`config.mk`:
```
export PLATFORM = sky130hd
export DESIGN_NAME = fit_policy_segment_allocator_unit
export DESIGN_NICKNAME = d
export VERILOG_FILES = /design/src/sv/fpsa_pkg.sv /design/src/sv/fpsa_ram.sv /design/src/sv/fit_policy_segment_allocator_unit.sv
export SDC_FILE = /design/constraint.sdc
export NUM_CORES = 1
export LEC_CHECK = 0
export BUFFER_PORTS_ARGS = -buffer_cell sky130_fd_sc_hd__buf_2
export CORE_MARGIN = 3
export CORE_UTILIZATION = 40
export CTS_BUF_LIST = sky130_fd_sc_hd__clkbuf_16
export DETAILED_ROUTE_END_ITERATION = 10
export GPL_TIMING_DRIVEN = 0
export SLEW_MARGIN = 25
export SYNTH_ARGS = -nofsm -noshare
export SYNTH_HDL_FRONTEND = slang
export SYNTH_SLANG_ARGS = --single-unit
export TNS_END_PERCENT = 1
```
`constraint.sdc`:
```
create_clock -name clk -period 5.9 [get_ports clk]
set_input_delay 0.295 -clock clk [delete_from_list [all_inputs] [get_ports clk]]
set_output_delay 0.295 -clock clk [all_outputs]
set_load 0.05 [all_outputs]
```
`src/sv/fpsa_pkg.sv`:
```
// Shared types and constants of the fit-policy segment allocator.
// No dependencies.
`timescale 1ns / 1ps

package fpsa_pkg;

  localparam int NUM_SEGMENTS_DEF = 16;
  localparam int SIZE_BITS_DEF    = 16;

  localparam int IDX_FIELD_W  = 4;
  localparam int SIZE_FIELD_W = 16;
  localparam int PID_W        = 8;
  localparam int CFG_IDX_W    = 2;
  localparam int CFG_DATA_W   = 5;
  localparam int COUNT_REG_W  = 5;

  localparam logic [CFG_IDX_W-1:0] CFG_FIT_MODE        = 2'd0;
  localparam logic [CFG_IDX_W-1:0] CFG_SEGMENTS_IN_USE = 2'd1;

  localparam logic [1:0] FIT_FIRST = 2'd0;
  localparam logic [1:0] FIT_BEST  = 2'd1;
  localparam logic [1:0] FIT_WORST = 2'd2;

  localparam logic OP_LOAD  = 1'b0;
  localparam logic OP_ALLOC = 1'b1;

  localparam logic [COUNT_REG_W-1:0] SEGMENTS_IN_USE_RST = 5'd16;

  typedef enum logic [3:0] {
    ST_IDLE   = 4'b0001,
    ST_SCAN   = 4'b0010,
    ST_COMMIT = 4'b0100,
    ST_REPORT = 4'b1000
  } state_t;

endpackage

```
`src/sv/fpsa_ram.sv`:
```
// Generic single-write, single-read RAM with registered read data.
// No dependencies.
`timescale 1ns / 1ps

module fpsa_ram #(
  parameter int WIDTH = 16,
  parameter int DEPTH = 16
) (
  input  logic                     clk,
  input  logic                     we,
  input  logic [$clog2(DEPTH)-1:0] waddr,
  input  logic [WIDTH-1:0]         wdata,
  input  logic [$clog2(DEPTH)-1:0] raddr,
  output logic [WIDTH-1:0]         rdata
);

  logic [WIDTH-1:0] mem [DEPTH];

  always_ff @(posedge clk) begin
    if (we) begin
      mem[waddr] <= wdata;
    end
    rdata <= mem[raddr];
  end

endmodule

```
`src/sv/fit_policy_segment_allocator_unit.sv`:
```
// Top level of the fit-policy segment allocator: sequencer, config registers, result register.
// Depends on fpsa_pkg and fpsa_ram.
`timescale 1ns / 1ps

// Channel | Handshake            | Payload
// --------+----------------------+----------------------------------------------------
// in      | in_valid / in_stall  | opcode, segment_index, request_size, process_id
// out     | out_valid / out_stall| process_id_out, granted, chosen_segment,
//         |                      | remaining_after
// cfg     | cfg_valid / cfg_ready| cfg_index, cfg_data
//
// A load item fills the result register at acceptance. An allocate item scans the
// first N segments, where N is the effective segment count: the scan reads one
// segment per cycle through the single read port of the segment RAM.
// One item is worked on at a time; the next item is taken once the result
// has moved into the output register, so a stalled output holds back one further item.
// Reset (rst, synchronous) clears the per-segment valid bits, so every segment
// reads as zero space until loaded; no clearing pass is needed.

module fit_policy_segment_allocator_unit
  import fpsa_pkg::*;
#(
  parameter int NUM_SEGMENTS = NUM_SEGMENTS_DEF,
  parameter int SIZE_BITS    = SIZE_BITS_DEF
) (
  input  logic                    clk,
  input  logic                    rst,

  input  logic                    in_valid,
  output logic                    in_stall,
  input  logic                    opcode,
  input  logic [IDX_FIELD_W-1:0]  segment_index,
  input  logic [SIZE_FIELD_W-1:0] request_size,
  input  logic [PID_W-1:0]        process_id,

  output logic                    out_valid,
  input  logic                    out_stall,
  output logic [PID_W-1:0]        process_id_out,
  output logic                    granted,
  output logic [IDX_FIELD_W-1:0]  chosen_segment,
  output logic [SIZE_FIELD_W-1:0] remaining_after,

  input  logic                    cfg_valid,
  output logic                    cfg_ready,
  input  logic [CFG_IDX_W-1:0]    cfg_index,
  input  logic [CFG_DATA_W-1:0]   cfg_data
);

  localparam int SEG_W  = $clog2(NUM_SEGMENTS);
  localparam int CNT_RAW = $clog2(NUM_SEGMENTS + 1);
  // The count must hold both the 5-bit register value and NUM_SEGMENTS itself.
  localparam int CNT_W  = (CNT_RAW > COUNT_REG_W) ? CNT_RAW : COUNT_REG_W;

  // Configuration registers. Writes are always taken.
  logic [1:0]             fit_mode;
  logic [COUNT_REG_W-1:0] segments_in_use;

  assign cfg_ready = 1'b1;

  always_ff @(posedge clk) begin
    if (rst) begin
      fit_mode        <= FIT_FIRST;
      segments_in_use <= SEGMENTS_IN_USE_RST;
    end else if (cfg_valid && cfg_ready) begin
      if (cfg_index == CFG_FIT_MODE) begin
        fit_mode <= cfg_data[1:0];
      end else if (cfg_index == CFG_SEGMENTS_IN_USE) begin
        segments_in_use <= cfg_data[COUNT_REG_W-1:0];
      end
    end
  end

  // Segment count saturated to the number of segments built.
  logic [CNT_W-1:0] eff_count;
  assign eff_count = (32'(segments_in_use) > 32'(NUM_SEGMENTS)) ? CNT_W'(NUM_SEGMENTS)
                                                                : CNT_W'(segments_in_use);

  // Request size masked to SIZE_BITS (zero-extended when SIZE_BITS is wider).
  logic [SIZE_BITS+SIZE_FIELD_W-1:0] size_ext;
  logic [SIZE_BITS-1:0]              size_in;
  assign size_ext = {{SIZE_BITS{1'b0}}, request_size};
  assign size_in  = size_ext[SIZE_BITS-1:0];

  // Load index checked against the effective count before it is narrowed.
  logic [IDX_FIELD_W+CNT_W-1:0] load_idx_ext;
  logic                         load_ok;
  assign load_idx_ext = {{CNT_W{1'b0}}, segment_index};
  assign load_ok      = load_idx_ext < (IDX_FIELD_W+CNT_W)'(eff_count);

  // Segment RAM plus a valid bit per segment; an unwritten segment reads as zero.
  logic                 ram_we;
  logic [SEG_W-1:0]     ram_waddr;
  logic [SIZE_BITS-1:0] ram_wdata;
  logic [SEG_W-1:0]     ram_raddr;
  logic [SIZE_BITS-1:0] ram_rdata;
  logic [NUM_SEGMENTS-1:0] seg_vld;
  logic                 rd_vld;

  fpsa_ram #(
    .WIDTH (SIZE_BITS),
    .DEPTH (NUM_SEGMENTS)
  ) u_seg_ram (
    .clk   (clk),
    .we    (ram_we),
    .waddr (ram_waddr),
    .wdata (ram_wdata),
    .raddr (ram_raddr),
    .rdata (ram_rdata)
  );

  // Sequencer state.
  state_t state, state_next;

  logic                 accept;
  logic                 out_free;
  logic [SIZE_BITS-1:0] need;
  logic [PID_W-1:0]     pid_q;
  logic [CNT_W-1:0]     issue_cnt;
  logic                 issue_go;
  logic                 pipe_v;
  logic [SEG_W-1:0]     pipe_idx;
  logic                 found;
  logic [SEG_W-1:0]     best_idx;
  logic [SIZE_BITS-1:0] best_rem;
  logic [SIZE_BITS-1:0] cur_rem;
  logic                 take;
  logic [SIZE_BITS-1:0] new_rem;
  logic                 res_granted;
  logic [SEG_W-1:0]     res_seg;
  logic [SIZE_BITS-1:0] res_rem;
  logic [SEG_W+IDX_FIELD_W-1:0]     res_seg_ext;
  logic [SIZE_BITS+SIZE_FIELD_W-1:0] res_rem_ext;

  assign in_stall = (state != ST_IDLE);
  assign accept   = in_valid && !in_stall;
  assign out_free = !out_valid || !out_stall;

  assign issue_go  = (state == ST_SCAN) && (issue_cnt < eff_count);
  assign ram_raddr = issue_cnt[SEG_W-1:0];

  // A candidate fits when its space covers the request. First fit keeps the
  // first hit; best and worst fit replace only on a strictly better value, so
  // ties stay at the lowest index.
  assign cur_rem = rd_vld ? ram_rdata : '0;
  assign take = pipe_v && (cur_rem >= need) &&
                (!found ||
                 ((fit_mode == FIT_BEST)  && (cur_rem < best_rem)) ||
                 ((fit_mode == FIT_WORST) && (cur_rem > best_rem)));

  assign new_rem = best_rem - need;

  // The single write port serves loads at acceptance and allocations at commit.
  always_comb begin
    ram_we    = 1'b0;
    ram_waddr = best_idx;
    ram_wdata = new_rem;
    if (accept && (opcode == OP_LOAD) && load_ok) begin
      ram_we    = 1'b1;
      ram_waddr = load_idx_ext[SEG_W-1:0];
      ram_wdata = size_in;
    end else if ((state == ST_COMMIT) && found) begin
      ram_we = 1'b1;
    end
  end

  always_comb begin
    state_next = state;
    unique case (state)
      ST_IDLE: begin
        if (accept) begin
          state_next = (opcode == OP_LOAD) ? ST_REPORT : ST_SCAN;
        end
      end
      ST_SCAN: begin
        if (!issue_go && !pipe_v) begin
          state_next = ST_COMMIT;
        end
      end
      ST_COMMIT: state_next = ST_REPORT;
      ST_REPORT: begin
        if (out_free) begin
          state_next = ST_IDLE;
        end
      end
      default: state_next = ST_IDLE;
    endcase
  end

  // Control registers.
  always_ff @(posedge clk) begin
    if (rst) begin
      state     <= ST_IDLE;
      seg_vld   <= '0;
      pipe_v    <= 1'b0;
      found     <= 1'b0;
      out_valid <= 1'b0;
      issue_cnt <= '0;
    end else begin
      state  <= state_next;
      pipe_v <= issue_go;
      if (ram_we) begin
        seg_vld[ram_waddr] <= 1'b1;
      end
      if (accept) begin
        issue_cnt <= '0;
        found     <= 1'b0;
      end else begin
        if (issue_go) begin
          issue_cnt <= issue_cnt + CNT_W'(1);
        end
        if (take) begin
          found <= 1'b1;
        end
      end
      if ((state == ST_REPORT) && out_free) begin
        out_valid <= 1'b1;
      end else if (!out_stall) begin
        out_valid <= 1'b0;
      end
    end
  end

  // Payload registers.
  always_ff @(posedge clk) begin
    rd_vld   <= seg_vld[ram_raddr];
    pipe_idx <= ram_raddr;
    if (accept) begin
      need        <= size_in;
      pid_q       <= process_id;
      res_granted <= load_ok;
      res_seg     <= load_ok ? load_idx_ext[SEG_W-1:0] : '0;
      res_rem     <= load_ok ? size_in : '0;
    end
    if (take) begin
      best_idx <= pipe_idx;
      best_rem <= cur_rem;
    end
    if (state == ST_COMMIT) begin
      res_granted <= found;
      res_seg     <= found ? best_idx : '0;
      res_rem     <= found ? new_rem : '0;
    end
    if ((state == ST_REPORT) && out_free) begin
      process_id_out  <= pid_q;
      granted         <= res_granted;
      chosen_segment  <= res_seg_ext[IDX_FIELD_W-1:0];
      remaining_after <= res_rem_ext[SIZE_FIELD_W-1:0];
    end
  end

  assign res_seg_ext = {{IDX_FIELD_W{1'b0}}, res_seg};
  assign res_rem_ext = {{SIZE_FIELD_W{1'b0}}, res_rem};

endmodule

```
; ---- After elaboration in Yosys (flattened, before gate mapping)
; Memories as Yosys holds them, arrays and structs flattened. A register that Yosys moved wholly into a read port is not among the register bits.
; Cells that the tools add are included.
[word_totals]
elab_cells = 104
inputBits = 41
n_memories = 1
ramBits = 256
register_bits = 134
[mem_list]
columns = name, depth, word_bits, read_ports, rd_ports_with_merged_regs, wr, line_no
row1 = u_seg_ram.mem, 16, 16, 1, 1, 1, fpsa_ram.sv:17  ; logic [WIDTH-1:0] mem [DEPTH];
[op_classes]
eq_ne = 12
add_sub_neg = 2
n_reduce_logical = 27
n_lt_le_gt_ge = 9
mux = 29
bitwise = 3
[op_table]
columns = cell, count
row1 = 16-bit 2-to-1 mux, 6
row2 = 4-bit 2-to-1 mux, 9
row3 = 16-bit >= comparator, 1
row4 = 16-bit > comparator, 1
row5 = 16-bit < comparator, 1
row6 = 16-bit OR, 1
row7 = 4-bit one-hot mux with 4 select lines, 1
row8 = 16-bit subtractor, 1
row9 = 1-bit logical AND, 12
row10 = 4-bit by 5-bit < comparator with 1-bit output (second input constant), 2
row11 = 1-bit 2-to-1 mux, 10
row12 = 1-bit logical NOT, 6
row13 = 3-bit AND reduction, 2
row14 = 5-bit by 1-bit adder with 5-bit output (second input constant), 1
row15 = 5-bit > comparator (second input constant), 1
row16 = 4-bit by 5-bit < comparator with 1-bit output, 1
row17 = 5-bit < comparator, 1
row18 = 5-bit 2-to-1 mux, 1
row19 = 1-bit binary-select mux with 4-bit select, 1
row20 = 1-bit demux with 4-bit select, 1
row21 = 2-bit by 1-bit equality test with 1-bit output (second input constant), 2
row22 = 4-bit by 1-bit equality test with 1-bit output (second input constant), 1
row23 = 4-bit by 2-bit equality test with 1-bit output (second input constant), 1
row24 = 4-bit by 3-bit equality test with 1-bit output (second input constant), 1
row25 = other kinds (12), 17

; ---- Longest topological paths before layout
[logic_depth]
ltp_word = 11
depth_mapped = 10
mapped_depth_nobuf = 10

; ---- Modules after synthesis
; A second synthesis with hierarchy kept.
[hier_totals]
hier_cells = 1012
area_unflattened_um2 = 16802.4
[by_module_without_submodules]
columns = mod, cells_per_inst, instances, area_each_um2
row1 = fpsa_ram, 432, 1, 10043.4
row2 = fit_policy_segment_allocator_unit, 580, 1, 6759.0

; ---- Worst setup path before layout
; No wires, ideal clock.
[synth_path]
kind = flip-flop to flip-flop
start = register rd_vld
end = register best_idx[0], enable pin
setup_time_ns = 0.428
setup_slack_ns = 2.043
arrival_time_ns = 3.429
t_required_ns = 5.472
period_less_slack_ns = 3.857
stages_incl_launch_ff = 10
path_cell_list = dfxtp_1 clkbuf_1 and2_1 ha_1 a21o_1 a221oi_1 nor2b_1 nor4b_1 mux2i_1 a21boi_0
[synth_between]
elab_chain_cells = 6
elab_cells_between_ends = 10
cone_classes = 3 x order compare / 1 x mux / 6 x reduce/logical
[synth_rtl]
columns = element, line_no
row1 = from (decl), fit_policy_segment_allocator_unit.sv:97  ; logic rd_vld;
row2 = from (signal assigned), fit_policy_segment_allocator_unit.sv:225  ; rd_vld <= seg_vld[ram_raddr];
row3 = 16-bit 2-to-1 mux *, fit_policy_segment_allocator_unit.sv:144  ; assign cur_rem = rd_vld ? ram_rdata : '0;
row4 = named net cur_rem[9], fit_policy_segment_allocator_unit.sv:125  ; logic [SIZE_BITS-1:0] cur_rem;
row5 = 16-bit < comparator, fit_policy_segment_allocator_unit.sv:147  ; ((fit_mode == FIT_BEST) && (cur_rem < best_rem)) ||
row6 = 1-bit logical AND, fit_policy_segment_allocator_unit.sv:147
row7 = 1-bit logical OR, fit_policy_segment_allocator_unit.sv:146  ; (!found ||
row8 = 1-bit logical OR, fit_policy_segment_allocator_unit.sv:147
row9 = 1-bit logical AND *, fit_policy_segment_allocator_unit.sv:145  ; assign take = pipe_v && (cur_rem >= need) &&
row10 = named net take, fit_policy_segment_allocator_unit.sv:126  ; logic take;
row11 = to (signal assigned), fit_policy_segment_allocator_unit.sv:235  ; best_idx <= pipe_idx;
row12 = to (decl), fit_policy_segment_allocator_unit.sv:123  ; logic [SEG_W-1:0] best_idx;
; The timed path passes the listed nets; every way through them passes the cells marked *.
; A chain may end at the register's enable or synchronous reset.

; ---- Worst setup path in the final report
[layout_path]
start = register rd_vld
end = register best_rem[12], enable pin
[layout_between]
elab_chain_cells = 6
elab_cells_between_ends = 10
cone_classes = 3 x order compare / 1 x mux / 6 x reduce/logical
[layout_rtl]
columns = element, line_no
row1 = 16-bit 2-to-1 mux *, fit_policy_segment_allocator_unit.sv:144
row2 = named net cur_rem[12], fit_policy_segment_allocator_unit.sv:125
row3 = 16-bit < comparator, fit_policy_segment_allocator_unit.sv:147
row4 = 1-bit logical AND, fit_policy_segment_allocator_unit.sv:147
row5 = 1-bit logical OR, fit_policy_segment_allocator_unit.sv:146
row6 = 1-bit logical OR, fit_policy_segment_allocator_unit.sv:147
row7 = 1-bit logical AND *, fit_policy_segment_allocator_unit.sv:145
row8 = named net take, fit_policy_segment_allocator_unit.sv:126
row9 = to (signal assigned), fit_policy_segment_allocator_unit.sv:236  ; best_rem <= cur_rem;
row10 = to (decl), fit_policy_segment_allocator_unit.sv:124  ; logic [SIZE_BITS-1:0] best_rem;
; Marks and branches as above.

==> flow_metrics.py <==
metrics = {
    "setup_path": {
        "crit_cells": 10,
        "path_class": "reg -> reg",
        "worstPathCellList": "clkbuf_1 -> and2_1 -> ha_1 -> and3_1 -> a221oi_1 -> nor2b_1 -> nor4b_1 -> mux2i_1 -> a21boi_4 -> buf_16",
        "slowest_delay_ns": 0.53,
        "critPathMaxFanout": 16,
        "crit_slowest_cell": "nor4b_1",
        "r2r-end": "best_rem[12]$_DFFE_PP_",
        "r2r_cells": 10,
        "cp-endpoint": "best_rem[12]$_DFFE_PP_",
        "crit_buf_inv": 2,
        "crit_path_start_kind": "flip-flop",
        "timing.rr.start": "rd_vld$_DFF_P_",
        "crit_family": "simple AND/OR/NAND/NOR gates",
        "r2r_slack_ns": 2.37,
        "critPathArrivalTime_ns": 3.80,
        "critPathRequiredTime_ns": 6.18,
        "end_kind": "flip-flop",
        "crit_start": "rd_vld$_DFF_P_",
    },
    "floorplanning": {
        "num_io_pins": 73,
        "die_w_microns": 210.8,
        "die_height_microns": 210.8,
        "row_count": 74,
        "die_area_sq_um": 44440,
        "core_sq_um": 41110,
        "initial_utilization": 0.4081,
    },
    "sta": {
        "finalCritPeriodShare": 0.5975,
        "setup_viol": 0,
        "drv_slew": 0,
        "skew_ns": 0.01496,
        "tightest_slew_ns": 1.069,
        "rsz0062_at_grt": "no",
        "min_period_ns": 3.525,
        "layout_setup_ws_ns": 2.375,
        "finalSetupTns_ns": 0,
        "timing.slew.headroom": 0.2875,
        "clock.fmax_ghz": 0.2837,
        "hold_viol_final": 0,
    },
    "yosys": {
        "synth_commonest_cells": "edfxtp_1, mux4_2, nor2_1",
        "yosysMostFrequentCell": "edfxtp_1",
        "syn_inst": 968,
        "yosys-top-cells-area": "edfxtp_1, mux4_2, dfxtp_1",
        "synth.top_cell.area_share": 0.6264,
        "synthFlopType": "edfxtp_1",
        "yosys.area.top_type": "edfxtp_1",
        "syn_area_sq_um": 16780,
        "synthArstFlopShare": 0,
        "synth.distinct_cells": 62,
        "synth_nets": 1065,
        "seq_area_frac_synth": 0.6932,
        "yosys_register_bits": 406,
        "yosys_warnings": 0,
        "syn_avg_cell_area_sq_um": 17.33,
        "synth-edff-count": 350,
    },
    "power_and_ir_drop": {
        "power.leakage_uw": 0.006890,
        "switchingPower_uw": 1434,
        "p_seq_frac": 0.519,
        "p_clk_frac": 0.410,
        "comb_power_share": 0.070,
        "ir_worst_vdd_mv": 0.1907,
        "p_int_uw": 4899,
        "power.density_nw_per_um2": 320.3,
        "p_sw_frac": 0.2264,
    },
    "global_routing": {
        "grt.busiest_layer": "met2",
        "use_met2": 0.2858,
        "grt_pass1_vias": 9480,
        "grt_usage": 0.1701,
        "grt-ovfl-total": 0,
        "met3_usage": 0.03624,
        "antenna_found_initial": 0,
        "grt_start_max_net_pins": 22,
        "grt_pass1_wl_microns": 56610,
        "met1_usage": 0.2282,
    },
    "cts": {
        "clockRootBuffer": "clkbuf_16",
        "cts_made_buffers": 42,
        "cts_sinks": 406,
        "clock_latency_ns": 0.58,
        "cts_max_path_buffers": 3,
        "cts_tree": "built",
        "cts.reportedPaths.clkPinSlew_ns": 0.06,
        "ctsHtreeMaxLevel": 2,
    },
    "place": {
        "dp_hpwl_microns": 25760,
        "io_buffers": 71,
        "pre_cts_ws_ns": 2.262,
        "place_congestion": 0.8089,
    },
    "finish": {
        "area.growth.synth_to_final_pct": 17.82,
        "drive_gt1_frac": 0.2535,
        "antenna_cells": 0,
        "finalNetCount": 1221,
        "fin_util": 0.4809,
    },
    "outcome": {
        "status": "finished, final reports clean",
    },
    "drt": {
        "first_pass_iters": 5,
        "drcViolationCount": 0,
        "totalWireLength_microns": 37430,
        "via_per_inst": 5.371,
        "detail_route.wl_per_cell_microns": 22.17,
        "initialDrtViolationCount": 731,
        "antenna_left": 0,
        "vias": 9066,
    },
    "min_path": {
        "min_path_type": "in -> reg",
    },
    "run": {
        "maxCapViolCount": 0,
    },
}
[cell usage in the layout (no fill, tap or decap), types with 30 or more instances in the layout]
| master | netlist | layout |
|---|---|---|
| dfxtp_1 | 56 | 56 |
| ha_1 | 55 | 55 |
| mux4_2 | 85 | 85 |
| a21oi_1 | 46 | 45 |
| edfxtp_1 | 350 | 350 |
| dlygate4sd3_1 | 0 | 30 |
| buf_2 | 7 | 80 |
| clkbuf_16 | 0 | 42 |
| nor2_1 | 64 | 47 |
| inv_1 | 42 | 48 |
[worst reg2reg max path, cell delays in order (launching register included)]
cell,delay [ns]
dfxtp_1,0.42
clkbuf_1,0.35
and2_1,0.27
ha_1,0.26
and3_1,0.19
a221oi_1,0.30
nor2b_1,0.11
nor4b_1,0.54
mux2i_1,0.24
a21boi_4,0.35
buf_16,0.20
[area by class of cell]
type	instances	area, sq um
Buffer	33	166.4
Clock buffer	42	1051
Clock inverter	34	297.8
Fill cell	3495	21340
Inverter	42	157.7
Multi-Input combinational cell	487	4967
Sequential cell	406	11630
Tap cell	532	665.6
Timing Repair Buffer	112	832.0
[power by group through the flow]
| stage | combinational (uW) | clock [uW] | sequential (uW) |
|---|---|---|---|
| final | 445 | 2600 | 3290 |
| after floorplan | 252 | 0 | 3360 |
| after detailed placement | 432 | 0 | 3350 |
| after global routing | 489 | 2770 | 3290 |
| after CTS | 448 | 2660 | 3290 |
| after global placement | 400 | 0 | 3350 |
[flip-flops by register name (all words and copies together) (netlist names), 2 cells and up]
| register | flops |
|---|---|
| state | 4 |
| res_rem | 16 |
| process_id_out | 8 |
| pipe_idx | 4 |
| res_seg | 4 |
| pid_q | 8 |
| issue_cnt | 5 |
| chosen_segment | 4 |
| need | 16 |
| remaining_after | 16 |
| best_rem | 16 |
| u_seg_ram.rdata | 16 |
| best_idx | 4 |
| u_seg_ram.mem | 256 |
| seg_vld | 16 |
| fit_mode | 2 |
| segments_in_use | 5 |
[per-layer routing]
| metal | share of wire | vias up |
|---|---|---|
| met5 | 0 | - |
| met1 | 0.43 | 4627 |
| met2 | 0.49 | 240 |
| li1 | - | 4149 |
| met3 | 0.056 | 50 |
| met4 | 0.020 | 0 |
[worst min-delay path by stage]
stage	from	end	cells past startpoint
6_report	rst	issue_cnt[3]$_SDFFE_PP0P_	3
5_1_grt	rst	issue_cnt[3]$_SDFFE_PP0P_	3
4_1_cts	rst	issue_cnt[3]$_SDFFE_PP0P_	3
3_5_place_dp	issue_cnt[0]$_SDFFE_PP0P_	pipe_idx[0]$_DFF_P_	0
3_3_place_gp	issue_cnt[0]$_SDFFE_PP0P_	pipe_idx[0]$_DFF_P_	0
2_1_floorplan	issue_cnt[0]$_SDFFE_PP0P_	pipe_idx[0]$_DFF_P_	0
[kinds of logic after synthesis]
group                      share of synthesized area
xor gates and xnor gates                    0.007830
muxes                                         0.1329
adders and majority gates                    0.04221
and+or+nand+nor                              0.04922
AOI/OAI and AO/OA                            0.05533
DFF                                           0.6932
buffers and inverters                        0.01909
other                                      0.0002235
[repair_timing]
| action | in CTS | in global routing |
|---|---|---|
| hold endpoints to repair | 32 | 0 |
| hold buffers | 30 | 0 |
| setup buffers | 0 | 0 |
| resized for setup | 0 | 0 |
[stage by stage]
step | hold WS [ns] | total power, uW | cell area, sq um | cells
floorplan | 0.3540 | 3609 | 16780 | 968
global placement | 0.3624 | 3749 | 17800 | 1571
detailed placement | 0.3705 | 3781 | 18110 | 1581
CTS | 0.01889 | 6393 | 19760 | 1687
global route | 0.02880 | 6548 | 19770 | 1688
finish | 0.04150 | 6332 | 19770 | 1688
(Power assumes the default switching activity.)
